$ cat config.mk
export PLATFORM = sky130hd
export DESIGN_NAME = response_deframer_with_pending_queue_core_flat
export DESIGN_NICKNAME = d
export VERILOG_FILES = /design/src/rdf_pkg.sv /design/src/rdf_if.sv /design/src/rdf_ram.sv /design/src/rdf_cfg.sv /design/src/response_deframer_with_pending_queue_core.sv /design/src/flat_wrapper.sv
export SDC_FILE = /design/constraint.sdc
export NUM_CORES = 1
export LEC_CHECK = 0
export BUFFER_PORTS_ARGS = -buffer_cell sky130_fd_sc_hd__buf_2
export CAP_MARGIN = 10
export CORE_UTILIZATION = 35
export CTS_CLUSTER_DIAMETER = 100
export DETAILED_ROUTE_END_ITERATION = 7
export SETUP_SLACK_MARGIN = 0.4
export SYNTH_ARGS = -nofsm -noshare
export SYNTH_HDL_FRONTEND = slang
export SYNTH_HIERARCHICAL = 1
export SYNTH_SLANG_ARGS = --single-unit
$ cat constraint.sdc
create_clock -name clk -period 7.7 [get_ports clk]
set_input_delay 1.155 -clock clk [delete_from_list [all_inputs] [get_ports clk]]
set_output_delay 1.155 -clock clk [all_outputs]
set_load 0.01 [all_outputs]
$ cat src/rdf_pkg.sv
package rdf_pkg;

	// fixed geometry
	localparam int QUEUE_DEPTH_DEF = 16;
	localparam int CODE_BYTES      = 4;
	localparam int APB_AW          = 3;

	// payload widths
	localparam int OP_W    = 2;
	localparam int KIND_W  = 2;
	localparam int SIZE_W  = 32;
	localparam int BYTE_W  = 8;
	localparam int EV_W    = 3;
	localparam int CODE_W  = 32;
	localparam int SPEC_W  = KIND_W + SIZE_W;
	localparam int BCNT_W  = 2;

	// operations
	localparam logic [OP_W-1:0] OP_ENQ   = 2'd0;
	localparam logic [OP_W-1:0] OP_BYTE  = 2'd1;
	localparam logic [OP_W-1:0] OP_CLOSE = 2'd2;

	// response kinds
	localparam logic [KIND_W-1:0] KIND_CODE  = 2'd0;
	localparam logic [KIND_W-1:0] KIND_FIXED = 2'd1;

	// events
	localparam logic [EV_W-1:0] EV_BODY   = 3'd0;
	localparam logic [EV_W-1:0] EV_DONE   = 3'd1;
	localparam logic [EV_W-1:0] EV_FAIL   = 3'd2;
	localparam logic [EV_W-1:0] EV_REJECT = 3'd3;
	localparam logic [EV_W-1:0] EV_CLOSE  = 3'd4;

	// register indexes and reset values
	localparam logic REG_FINISH  = 1'b0;
	localparam logic REG_FAILURE = 1'b1;
	localparam logic [CODE_W-1:0] FINISH_RST  = 32'd200;
	localparam logic [CODE_W-1:0] FAILURE_RST = 32'd503;

	typedef struct packed {
		logic [CODE_W-1:0] finish_code;
		logic [CODE_W-1:0] failure_code;
	} cfg_t;

	typedef struct packed {
		logic [EV_W-1:0]   event_res;
		logic [CODE_W-1:0] resp_code;
		logic [BYTE_W-1:0] data_byte;
		logic              last;
	} evt_t;

	typedef enum logic [1:0] {
		PH_CODE,
		PH_SIZE,
		PH_BODY
	} phase_t;

	typedef enum logic [1:0] {
		ST_IDLE,
		ST_LOOKUP,
		ST_DRAIN
	} state_t;

endpackage

$ cat src/rdf_if.sv
interface rdf_cmd_if;
	logic                         valid;
	logic                         ready;
	logic [rdf_pkg::OP_W-1:0]     operation;
	logic [rdf_pkg::KIND_W-1:0]   resp_kind;
	logic [rdf_pkg::SIZE_W-1:0]   fixed_size;
	logic [rdf_pkg::BYTE_W-1:0]   rx_byte;

	modport source(output valid, operation, resp_kind, fixed_size, rx_byte, input ready);
	modport sink(input valid, operation, resp_kind, fixed_size, rx_byte, output ready);
endinterface

interface rdf_evt_if;
	logic                         valid;
	logic                         ready;
	logic [rdf_pkg::EV_W-1:0]     event_res;
	logic [rdf_pkg::CODE_W-1:0]   resp_code;
	logic [rdf_pkg::BYTE_W-1:0]   data_byte;
	logic                         last;

	modport source(output valid, event_res, resp_code, data_byte, last, input ready);
	modport sink(input valid, event_res, resp_code, data_byte, last, output ready);
endinterface

$ cat src/rdf_ram.sv
module rdf_ram #(
	parameter int WIDTH = 8,
	parameter int DEPTH = 16,
	localparam int AW = (DEPTH > 1) ? $clog2(DEPTH) : 1
) (
	input  logic             clk,
	input  logic             we,
	input  logic [AW-1:0]    waddr,
	input  logic [WIDTH-1:0] wdata,
	input  logic [AW-1:0]    raddr,
	output logic [WIDTH-1:0] rdata
);

	logic [WIDTH-1:0] mem_q [DEPTH];

	always_ff @(posedge clk) begin
		if (we) begin
			mem_q[waddr] <= wdata;
		end
		rdata <= mem_q[raddr];
	end

endmodule

$ cat src/rdf_cfg.sv
module rdf_cfg (
	input  logic                         clk,
	input  logic                         arst_n,
	input  logic                         psel,
	input  logic                         penable,
	input  logic                         pwrite,
	input  logic [rdf_pkg::APB_AW-1:0]   paddr,
	input  logic [31:0]                  pwdata,
	output logic [31:0]                  prdata,
	output logic                         pready,
	output rdf_pkg::cfg_t                cfg
);

	rdf_pkg::cfg_t cfg_q;
	logic          wr_en;

	// word index is paddr[2]; low bits ignored
	assign wr_en  = psel && penable && pwrite;
	assign pready = 1'b1;
	assign cfg    = cfg_q;
	assign prdata = (paddr[2] == rdf_pkg::REG_FAILURE) ? cfg_q.failure_code : cfg_q.finish_code;

	always_ff @(posedge clk or negedge arst_n) begin
		if (!arst_n) begin
			cfg_q.finish_code  <= rdf_pkg::FINISH_RST;
			cfg_q.failure_code <= rdf_pkg::FAILURE_RST;
		end else if (wr_en) begin
			if (paddr[2] == rdf_pkg::REG_FAILURE) begin
				cfg_q.failure_code <= pwdata;
			end else begin
				cfg_q.finish_code <= pwdata;
			end
		end
	end

endmodule

$ cat src/response_deframer_with_pending_queue_core.sv
// Output: a result is registered and shows in the cycle after its item is accepted; a return
//   code that matches finish_code with a request queued first passes the lookup state for the spec read.
// Throughput: one item per cycle while the output slot is free; a finishing code holds input in the
//   spec lookup state; a close emits one failure result per cycle the slot is free, per queued request.
// Reset: arst_n clears parser, queue pointers, close flag and output valid at once; the spec
//   RAM is not cleared (entries are only read after being written), so no init pass is needed.
module response_deframer_with_pending_queue_core #(
	parameter int QUEUE_DEPTH = rdf_pkg::QUEUE_DEPTH_DEF
) (
	input  logic                         clk,
	input  logic                         arst_n,
	rdf_cmd_if.sink                      cmd,
	rdf_evt_if.source                    evt,
	input  logic                         psel,
	input  logic                         penable,
	input  logic                         pwrite,
	input  logic [rdf_pkg::APB_AW-1:0]   paddr,
	input  logic [31:0]                  pwdata,
	output logic [31:0]                  prdata,
	output logic                         pready
);

	localparam int IW = (QUEUE_DEPTH > 1) ? $clog2(QUEUE_DEPTH) : 1;
	localparam int CW = $clog2(QUEUE_DEPTH + 1);
	localparam int SW = CW + 1;

	// ---------------------------------------------------------------- config
	rdf_pkg::cfg_t cfg;

	rdf_cfg u_cfg (
		.clk     (clk),
		.arst_n  (arst_n),
		.psel    (psel),
		.penable (penable),
		.pwrite  (pwrite),
		.paddr   (paddr),
		.pwdata  (pwdata),
		.prdata  (prdata),
		.pready  (pready),
		.cfg     (cfg)
	);

	// ---------------------------------------------------------------- state
	rdf_pkg::state_t                  state_q, state_d;
	rdf_pkg::phase_t                  phase_q, phase_d;
	logic [31:0]                      asm_q, asm_d;
	logic [rdf_pkg::BCNT_W-1:0]       bcnt_q, bcnt_d;
	logic [rdf_pkg::CODE_W-1:0]       saved_q, saved_d;
	logic [31:0]                      remain_q, remain_d;
	logic [IW-1:0]                    head_q, head_d;
	logic [CW-1:0]                    count_q, count_d;
	logic                             closed_q, closed_d;
	logic                             out_valid_q, out_valid_d;
	rdf_pkg::evt_t                    out_q, out_d;
	logic                             out_load;

	// spec queue RAM: {kind, size} per pending request
	logic                             ram_we;
	logic [IW-1:0]                    ram_waddr;
	logic [rdf_pkg::SPEC_W-1:0]       ram_wdata;
	logic [rdf_pkg::SPEC_W-1:0]       ram_rdata;

	// head entry is read every cycle; the lookup state sees the head as of the accept edge
	rdf_ram #(
		.WIDTH (rdf_pkg::SPEC_W),
		.DEPTH (QUEUE_DEPTH)
	) u_spec_ram (
		.clk   (clk),
		.we    (ram_we),
		.waddr (ram_waddr),
		.wdata (ram_wdata),
		.raddr (head_q),
		.rdata (ram_rdata)
	);

	// ---------------------------------------------------------------- decode
	logic                             out_free;
	logic                             in_fire;
	logic                             full;
	logic [SW-1:0]                    tail_sum;
	logic [IW-1:0]                    tail;
	logic [IW-1:0]                    head_inc;
	logic [31:0]                      byte_asm;
	logic                             code_done;
	logic [31:0]                      remain_dec;
	logic [rdf_pkg::KIND_W-1:0]       spec_kind;
	logic [rdf_pkg::SIZE_W-1:0]       spec_size;

	assign out_free  = !out_valid_q || evt.ready;
	assign cmd.ready = (state_q == rdf_pkg::ST_IDLE) && out_free;
	assign in_fire   = cmd.valid && cmd.ready;

	assign full      = (count_q == CW'(QUEUE_DEPTH));
	assign tail_sum  = SW'(head_q) + SW'(count_q);
	assign tail      = (tail_sum >= SW'(QUEUE_DEPTH)) ? IW'(tail_sum - SW'(QUEUE_DEPTH))
	                                                  : IW'(tail_sum);
	assign head_inc  = (head_q == IW'(QUEUE_DEPTH - 1)) ? '0 : head_q + 1'b1;

	// little-endian assembly of code and size words
	assign byte_asm   = asm_q | ({24'd0, cmd.rx_byte} << {bcnt_q, 3'b000});
	assign code_done  = (bcnt_q == rdf_pkg::BCNT_W'(rdf_pkg::CODE_BYTES - 1));
	assign remain_dec = remain_q - {31'd0, (remain_q != 32'd0)};

	assign spec_kind = ram_rdata[rdf_pkg::SPEC_W-1:rdf_pkg::SIZE_W];
	assign spec_size = ram_rdata[rdf_pkg::SIZE_W-1:0];

	assign ram_waddr = tail;
	assign ram_wdata = {cmd.resp_kind, cmd.fixed_size};

	// ---------------------------------------------------------------- next state
	always_comb begin
		state_d = state_q;
		case (state_q)
			rdf_pkg::ST_IDLE: begin
				if (in_fire && !closed_q) begin
					if (cmd.operation == rdf_pkg::OP_CLOSE && count_q != '0) begin
						state_d = rdf_pkg::ST_DRAIN;
					end else if (cmd.operation == rdf_pkg::OP_BYTE
					             && phase_q == rdf_pkg::PH_CODE && code_done
					             && count_q != '0 && byte_asm == cfg.finish_code) begin
						state_d = rdf_pkg::ST_LOOKUP;
					end
				end
			end
			rdf_pkg::ST_LOOKUP: begin
				state_d = rdf_pkg::ST_IDLE;
			end
			rdf_pkg::ST_DRAIN: begin
				if (out_free && count_q == CW'(1)) begin
					state_d = rdf_pkg::ST_IDLE;
				end
			end
			default: begin
				state_d = rdf_pkg::ST_IDLE;
			end
		endcase
	end

	// ---------------------------------------------------------------- datapath / outputs
	always_comb begin
		phase_d  = phase_q;
		asm_d    = asm_q;
		bcnt_d   = bcnt_q;
		saved_d  = saved_q;
		remain_d = remain_q;
		head_d   = head_q;
		count_d  = count_q;
		closed_d = closed_q;
		ram_we   = 1'b0;
		out_load = 1'b0;
		out_d    = out_q;

		case (state_q)
			rdf_pkg::ST_IDLE: begin
				if (in_fire) begin
					case (cmd.operation)
						rdf_pkg::OP_ENQ: begin
							if (closed_q || full) begin
								out_load = 1'b1;
								out_d    = '{rdf_pkg::EV_REJECT, '0, '0, 1'b1};
							end else begin
								ram_we  = 1'b1;
								count_d = count_q + 1'b1;
							end
						end
						rdf_pkg::OP_BYTE: begin
							if (!closed_q) begin
								if (phase_q == rdf_pkg::PH_BODY) begin
									// body byte streams straight out
									remain_d = remain_dec;
									out_load = 1'b1;
									out_d    = '{rdf_pkg::EV_BODY, saved_q, cmd.rx_byte,
									             (remain_dec == 32'd0)};
									if (remain_dec == 32'd0) begin
										phase_d = rdf_pkg::PH_CODE;
										bcnt_d  = '0;
										if (count_q != '0) begin
											head_d  = head_inc;
											count_d = count_q - 1'b1;
										end
									end
								end else if (!code_done) begin
									asm_d  = byte_asm;
									bcnt_d = bcnt_q + 1'b1;
								end else begin
									asm_d  = '0;
									bcnt_d = '0;
									if (phase_q == rdf_pkg::PH_SIZE) begin
										if (byte_asm == 32'd0) begin
											// zero size: done, no body
											phase_d  = rdf_pkg::PH_CODE;
											out_load = 1'b1;
											out_d    = '{rdf_pkg::EV_DONE, saved_q, '0, 1'b1};
											if (count_q != '0) begin
												head_d  = head_inc;
												count_d = count_q - 1'b1;
											end
										end else begin
											remain_d = byte_asm;
											phase_d  = rdf_pkg::PH_BODY;
										end
									end else if (count_q == '0) begin
										// unsolicited response: protocol violation
										closed_d = 1'b1;
										out_load = 1'b1;
										out_d    = '{rdf_pkg::EV_CLOSE, byte_asm, '0, 1'b1};
									end else begin
										saved_d = byte_asm;
										if (byte_asm != cfg.finish_code) begin
											// error code completes the request
											out_load = 1'b1;
											out_d    = '{rdf_pkg::EV_DONE, byte_asm, '0, 1'b1};
											head_d   = head_inc;
											count_d  = count_q - 1'b1;
										end
										// finish code: spec lookup next cycle
									end
								end
							end
						end
						rdf_pkg::OP_CLOSE: begin
							closed_d = 1'b1;
						end
						default: begin
						end
					endcase
				end
			end
			rdf_pkg::ST_LOOKUP: begin
				// head spec is on the RAM read port now
				if (spec_kind == rdf_pkg::KIND_CODE
				    || (spec_kind == rdf_pkg::KIND_FIXED && spec_size == 32'd0)) begin
					out_load = 1'b1;
					out_d    = '{rdf_pkg::EV_DONE, saved_q, '0, 1'b1};
					head_d   = head_inc;
					count_d  = count_q - 1'b1;
				end else if (spec_kind == rdf_pkg::KIND_FIXED) begin
					remain_d = spec_size;
					phase_d  = rdf_pkg::PH_BODY;
				end else begin
					phase_d = rdf_pkg::PH_SIZE;
				end
			end
			rdf_pkg::ST_DRAIN: begin
				// fail one pending request per free output slot
				if (out_free) begin
					out_load = 1'b1;
					out_d    = '{rdf_pkg::EV_FAIL, cfg.failure_code, '0, (count_q == CW'(1))};
					head_d   = head_inc;
					count_d  = count_q - 1'b1;
				end
			end
			default: begin
			end
		endcase

		if (out_load) begin
			out_valid_d = 1'b1;
		end else if (evt.ready) begin
			out_valid_d = 1'b0;
		end else begin
			out_valid_d = out_valid_q;
		end
	end

	// ---------------------------------------------------------------- registers
	always_ff @(posedge clk or negedge arst_n) begin
		if (!arst_n) begin
			state_q     <= rdf_pkg::ST_IDLE;
			phase_q     <= rdf_pkg::PH_CODE;
			asm_q       <= '0;
			bcnt_q      <= '0;
			saved_q     <= '0;
			remain_q    <= '0;
			head_q      <= '0;
			count_q     <= '0;
			closed_q    <= 1'b0;
			out_valid_q <= 1'b0;
		end else begin
			state_q     <= state_d;
			phase_q     <= phase_d;
			asm_q       <= asm_d;
			bcnt_q      <= bcnt_d;
			saved_q     <= saved_d;
			remain_q    <= remain_d;
			head_q      <= head_d;
			count_q     <= count_d;
			closed_q    <= closed_d;
			out_valid_q <= out_valid_d;
		end
	end

	always_ff @(posedge clk) begin
		if (out_load) begin
			out_q <= out_d;
		end
	end

	assign evt.valid       = out_valid_q;
	assign evt.event_res   = out_q.event_res;
	assign evt.resp_code   = out_q.resp_code;
	assign evt.data_byte   = out_q.data_byte;
	assign evt.last        = out_q.last;

endmodule

$ cat src/flat_wrapper.sv
// flat-port wrapper written by rule: the top's interface ports become plain ports
module response_deframer_with_pending_queue_core_flat 
#(
	parameter int QUEUE_DEPTH = rdf_pkg::QUEUE_DEPTH_DEF
)
  (clk, arst_n, psel, penable, pwrite, paddr, pwdata, prdata, pready, cmd_valid, cmd_operation, cmd_resp_kind, cmd_fixed_size, cmd_rx_byte, cmd_ready, evt_valid, evt_event_res, evt_resp_code, evt_data_byte, evt_last, evt_ready);
  rdf_cmd_if cmd_i ();
  rdf_evt_if evt_i ();
  input  logic clk;
  input  logic arst_n;
  input  logic psel;
  input  logic penable;
  input  logic pwrite;
  input  logic [rdf_pkg::APB_AW-1:0] paddr;
  input  logic [31:0] pwdata;
  output logic [31:0] prdata;
  output logic pready;
  input wire logic [$bits(cmd_i.valid)-1:0] cmd_valid;
  input wire logic [$bits(cmd_i.operation)-1:0] cmd_operation;
  input wire logic [$bits(cmd_i.resp_kind)-1:0] cmd_resp_kind;
  input wire logic [$bits(cmd_i.fixed_size)-1:0] cmd_fixed_size;
  input wire logic [$bits(cmd_i.rx_byte)-1:0] cmd_rx_byte;
  output wire logic [$bits(cmd_i.ready)-1:0] cmd_ready;
  output wire logic [$bits(evt_i.valid)-1:0] evt_valid;
  output wire logic [$bits(evt_i.event_res)-1:0] evt_event_res;
  output wire logic [$bits(evt_i.resp_code)-1:0] evt_resp_code;
  output wire logic [$bits(evt_i.data_byte)-1:0] evt_data_byte;
  output wire logic [$bits(evt_i.last)-1:0] evt_last;
  input wire logic [$bits(evt_i.ready)-1:0] evt_ready;
  assign cmd_i.valid = cmd_valid;
  assign cmd_i.operation = cmd_operation;
  assign cmd_i.resp_kind = cmd_resp_kind;
  assign cmd_i.fixed_size = cmd_fixed_size;
  assign cmd_i.rx_byte = cmd_rx_byte;
  assign cmd_ready = cmd_i.ready;
  assign evt_valid = evt_i.valid;
  assign evt_event_res = evt_i.event_res;
  assign evt_resp_code = evt_i.resp_code;
  assign evt_data_byte = evt_i.data_byte;
  assign evt_last = evt_i.last;
  assign evt_i.ready = evt_ready;
  response_deframer_with_pending_queue_core #(.QUEUE_DEPTH(QUEUE_DEPTH)) u_core (.clk(clk), .arst_n(arst_n), .cmd(cmd_i), .evt(evt_i), .psel(psel), .penable(penable), .pwrite(pwrite), .paddr(paddr), .pwdata(pwdata), .prdata(prdata), .pready(pready));
endmodule
==> flow_summary.toml <==
[floorplan]
fp-row-count = 113
initial_core_util = 0.355
fp.dieW_um = 314
io-pin-count = 165
die_h_um = 314
dieArea_mm2 = 0.0983
core_mm2 = 0.0956

[global_routing]
grt_max_degree = 111
antenna_found_initial = 13
grt_pass1_wl_um = 131000
grt_pass1_vias = 20300
grt_util_all_layers = 0.177
gr-total-overflow = 0

[logic_synthesis]
synth_seq_area_share = 0.671
post-synth-top-area-cell = "edfxtp_1"
ys_ff_latch = 799
synth_top_area_share = 0.520
synth.cell_area_mm2 = 0.0340
synth.avg_cell_area_um2 = 15.4
synth_mux_area_frac = 0.127
synth_fa_ha_area_frac = 0.00832
synthesis.nets = 2309
synth_compound_area_frac = 0.0797
synth-edff-count = 588
synth_area_leaders = "edfxtp_1 (52%), dfrtp_1 (12%), mux4_2 (9.0%), mux2_2 (2.1%), nand2_1 (2.1%)"
async_flop_share = 0.222
syn-instance-count = 2201
synthFlopType = "edfxtp_1"
synth_xor_area_frac = 0.00902
synth.most_common_cell = "edfxtp_1"
yosys-top-cells-count = "edfxtp_1 (588), nand2_1 (192), dfrtp_1 (166), mux4_2 (136), nor2_1 (114)"
yosys_warnings = 6
ys_types = 88
synthSimpleGateAreaFrac = 0.0823
synth_top_family_by_area = "multiplexers"

[clock_tree]
cts_buffers = 84
clk_pin_slew_ns = 0.07
cts_max_path_buffers = 3
cts-root-buf = "clkbuf_16"
post_cts_buffers = 0
hold_buffers = 0
worst_skew_pair.late_latency_ns = 0.66
cts_tree = "yes"
htreeDepth = 3
cts-resized-gates = 0
clock_sinks = 799

[critical_path]
cp-end-kind = "flop"
worst-path-max-fanout = 10
reg2reg_slack_ns = 2.50
start_kind = "flop"
crit_type = "flop to flop"
r2r_start = "u_core/remain_q[19]$_DFFE_PN0P_"
worst_r2r_path_depth = 13
cp-startpoint = "u_core/remain_q[19]$_DFFE_PN0P_"
crit_required_ns = 8.22
r2r_end = "u_core/head_q[0]$_DFFE_PN0P_"
arrival_ns = 5.72

[route]
avgViaCountPerCell = 5.45
wl_per_cell_um = 23.6
vias = 20100
first_pass_iters = 7
ant_nets = 0
route.final.wire_length_um = 86800
drt_iter0_drc = 1847
drc = 0

[sta]
hold_slack_ns = 0.482
setup_tns_ns = 0
setup_viol_count_final = 0
rsz0062_at_grt = "no"
min_period_ns = 5.20
fin_crit_sh = 0.675
tightest_slew_ns = 1.10
hold_viol_final = 0
finClkSkew_ns = 0.0358
maxSlewHeadroom = 0.267
slew_viol_final = 0
fmax_ghz = 0.192

[cells_and_area]
final_layout_size_suffix_gt1_frac = 0.265
area_growth_pct = 14.8
n_antenna_cell = 0
layout.nets = 2452
nFillCells = 8736
multi_input_area_mm2 = 0.0106
postLayoutCellArea_mm2 = 0.0390
regArea_mm2 = 0.0228

[place]
place_area_mm2 = 0.0362
portBuffers = 161
place.gp.congestion = 0.876
hpwl_um = 52100

[hold_path]
holdPathEnd = "u_core/saved_q[15]$_DFFE_PN0P_"
hold_depth = 2
hp-start = "u_core/saved_q[15]$_DFFE_PN0P_"
hp-class = "flop to flop"

[power]
worst_ir_drop_vdd_mv = 0.240
pwr_density_cell_mw_per_mm2 = 354
p_leak_nw = 13.6

[status]
status = "finished clean"

[flow_run]
max-cap-violations = 0
-- cell families after synthesis --
family                   Yosys count
buffers and inverters            171
flip-flops                       799
AO/OA/AOI/OAI                    385
multiplexers                     238
AND/OR/NAND/NOR                  550
XOR/XNOR                          35
adder cells (fa/ha/maj)           22
other                              1
-- flip-flops by register name (all words and copies together), names as in the netlist --
register,flops
u_core/asm_q,32
u_core/bcnt_q,2
u_core/closed_q,1
u_core/count_q,5
u_core/evt.data_byte,8
u_core/evt.event_res,3
u_core/evt.last,1
u_core/evt.resp_code,32
u_core/evt.valid,1
u_core/head_q,4
u_core/phase_q,2
u_core/remain_q,32
u_core/saved_q,32
u_core/state_q,2
u_core/u_cfg/cfg,64
u_core/u_spec_ram/mem_q,544
u_core/u_spec_ram/rdata,34
-- per-layer routing --
layer,global-route usage,share of wire,vias up
li1,-,-,8927
met1,0.233,0.42,10300
met2,0.298,0.49,636
met3,0.0296,0.053,157
met4,0.0588,0.030,16
met5,0,0.0012,-
-- where the power goes --
group	switching [W]	leakage (nW)	internal, W	total, W
clock network	0.00172	1.37	0.00237	0.00409
registers	0.000549	7.82	0.00505	0.00560
logic	0.00244	4.41	0.00169	0.00413
-- critical path, stage by stage (launching register included) --
cell	delay, ns
dfrtp_1	0.48
nor4_1	0.63
nand3_1	0.30
or4_1	0.60
ha_1	0.25
ha_1	0.34
or4b_1	0.29
or3_1	0.28
or3_1	0.17
nand4_1	0.14
nor4_4	0.47
a31oi_1	0.24
nor4_2	0.53
mux2_1	0.37
-- worst max path at each step --
stage                                         to  cells past startpoint  slack, ns
6_report            u_core/head_q[0]$_DFFE_PN0P_                     13       2.50
5_1_grt             u_core/head_q[0]$_DFFE_PN0P_                     13       2.12
4_1_cts             u_core/head_q[0]$_DFFE_PN0P_                     13       2.53
3_5_place_dp        u_core/head_q[0]$_DFFE_PN0P_                     13       2.54
3_3_place_gp        u_core/head_q[0]$_DFFE_PN0P_                     13       2.58
2_1_floorplan  u_core/evt.data_byte[0]$_DFFE_PP_                     10        1.0
-- stage by stage --
stage	worst slack (ns)	cells	utilization	total power, W
CTS	2.53	3675	0.408	0.0139
global route	2.12	3676	0.408	0.0145
detailed placement	2.54	3522	0.378	0.00981
global placement	2.58	3522	0.378	0.00973
finish	2.50	3676	0.408	0.0138
floorplan	0.998	2201	-	0.00844
-- cells in the final DEF, fill, tap and decap left out, types with 39 or more instances in the layout --
cell type / netlist / routed
a21oi_1: 50 / 50
nor2_1: 114 / 101
a22oi_1: 70 / 70
dfrtp_1: 166 / 164
mux4_2: 136 / 136
buf_4: 3 / 39
edfxtp_1: 588 / 588
o21ai_0: 83 / 83
clkbuf_16: 0 / 85
buf_2: 33 / 160
mux2_2: 64 / 64
nand2_1: 192 / 191
-- layout make-up --
class / instances / share of cell area
Clock inverter: 48 / 0.0145
Timing Repair Buffer: 201 / 0.0285
Sequential cell: 799 / 0.584
Inverter: 27 / 0.00260
Clock buffer: 105 / 0.0578
Multi-Input combinational cell: 1231 / 0.271
Tap cell: 1265 / 0.0406
(Power assumes the default switching activity.)
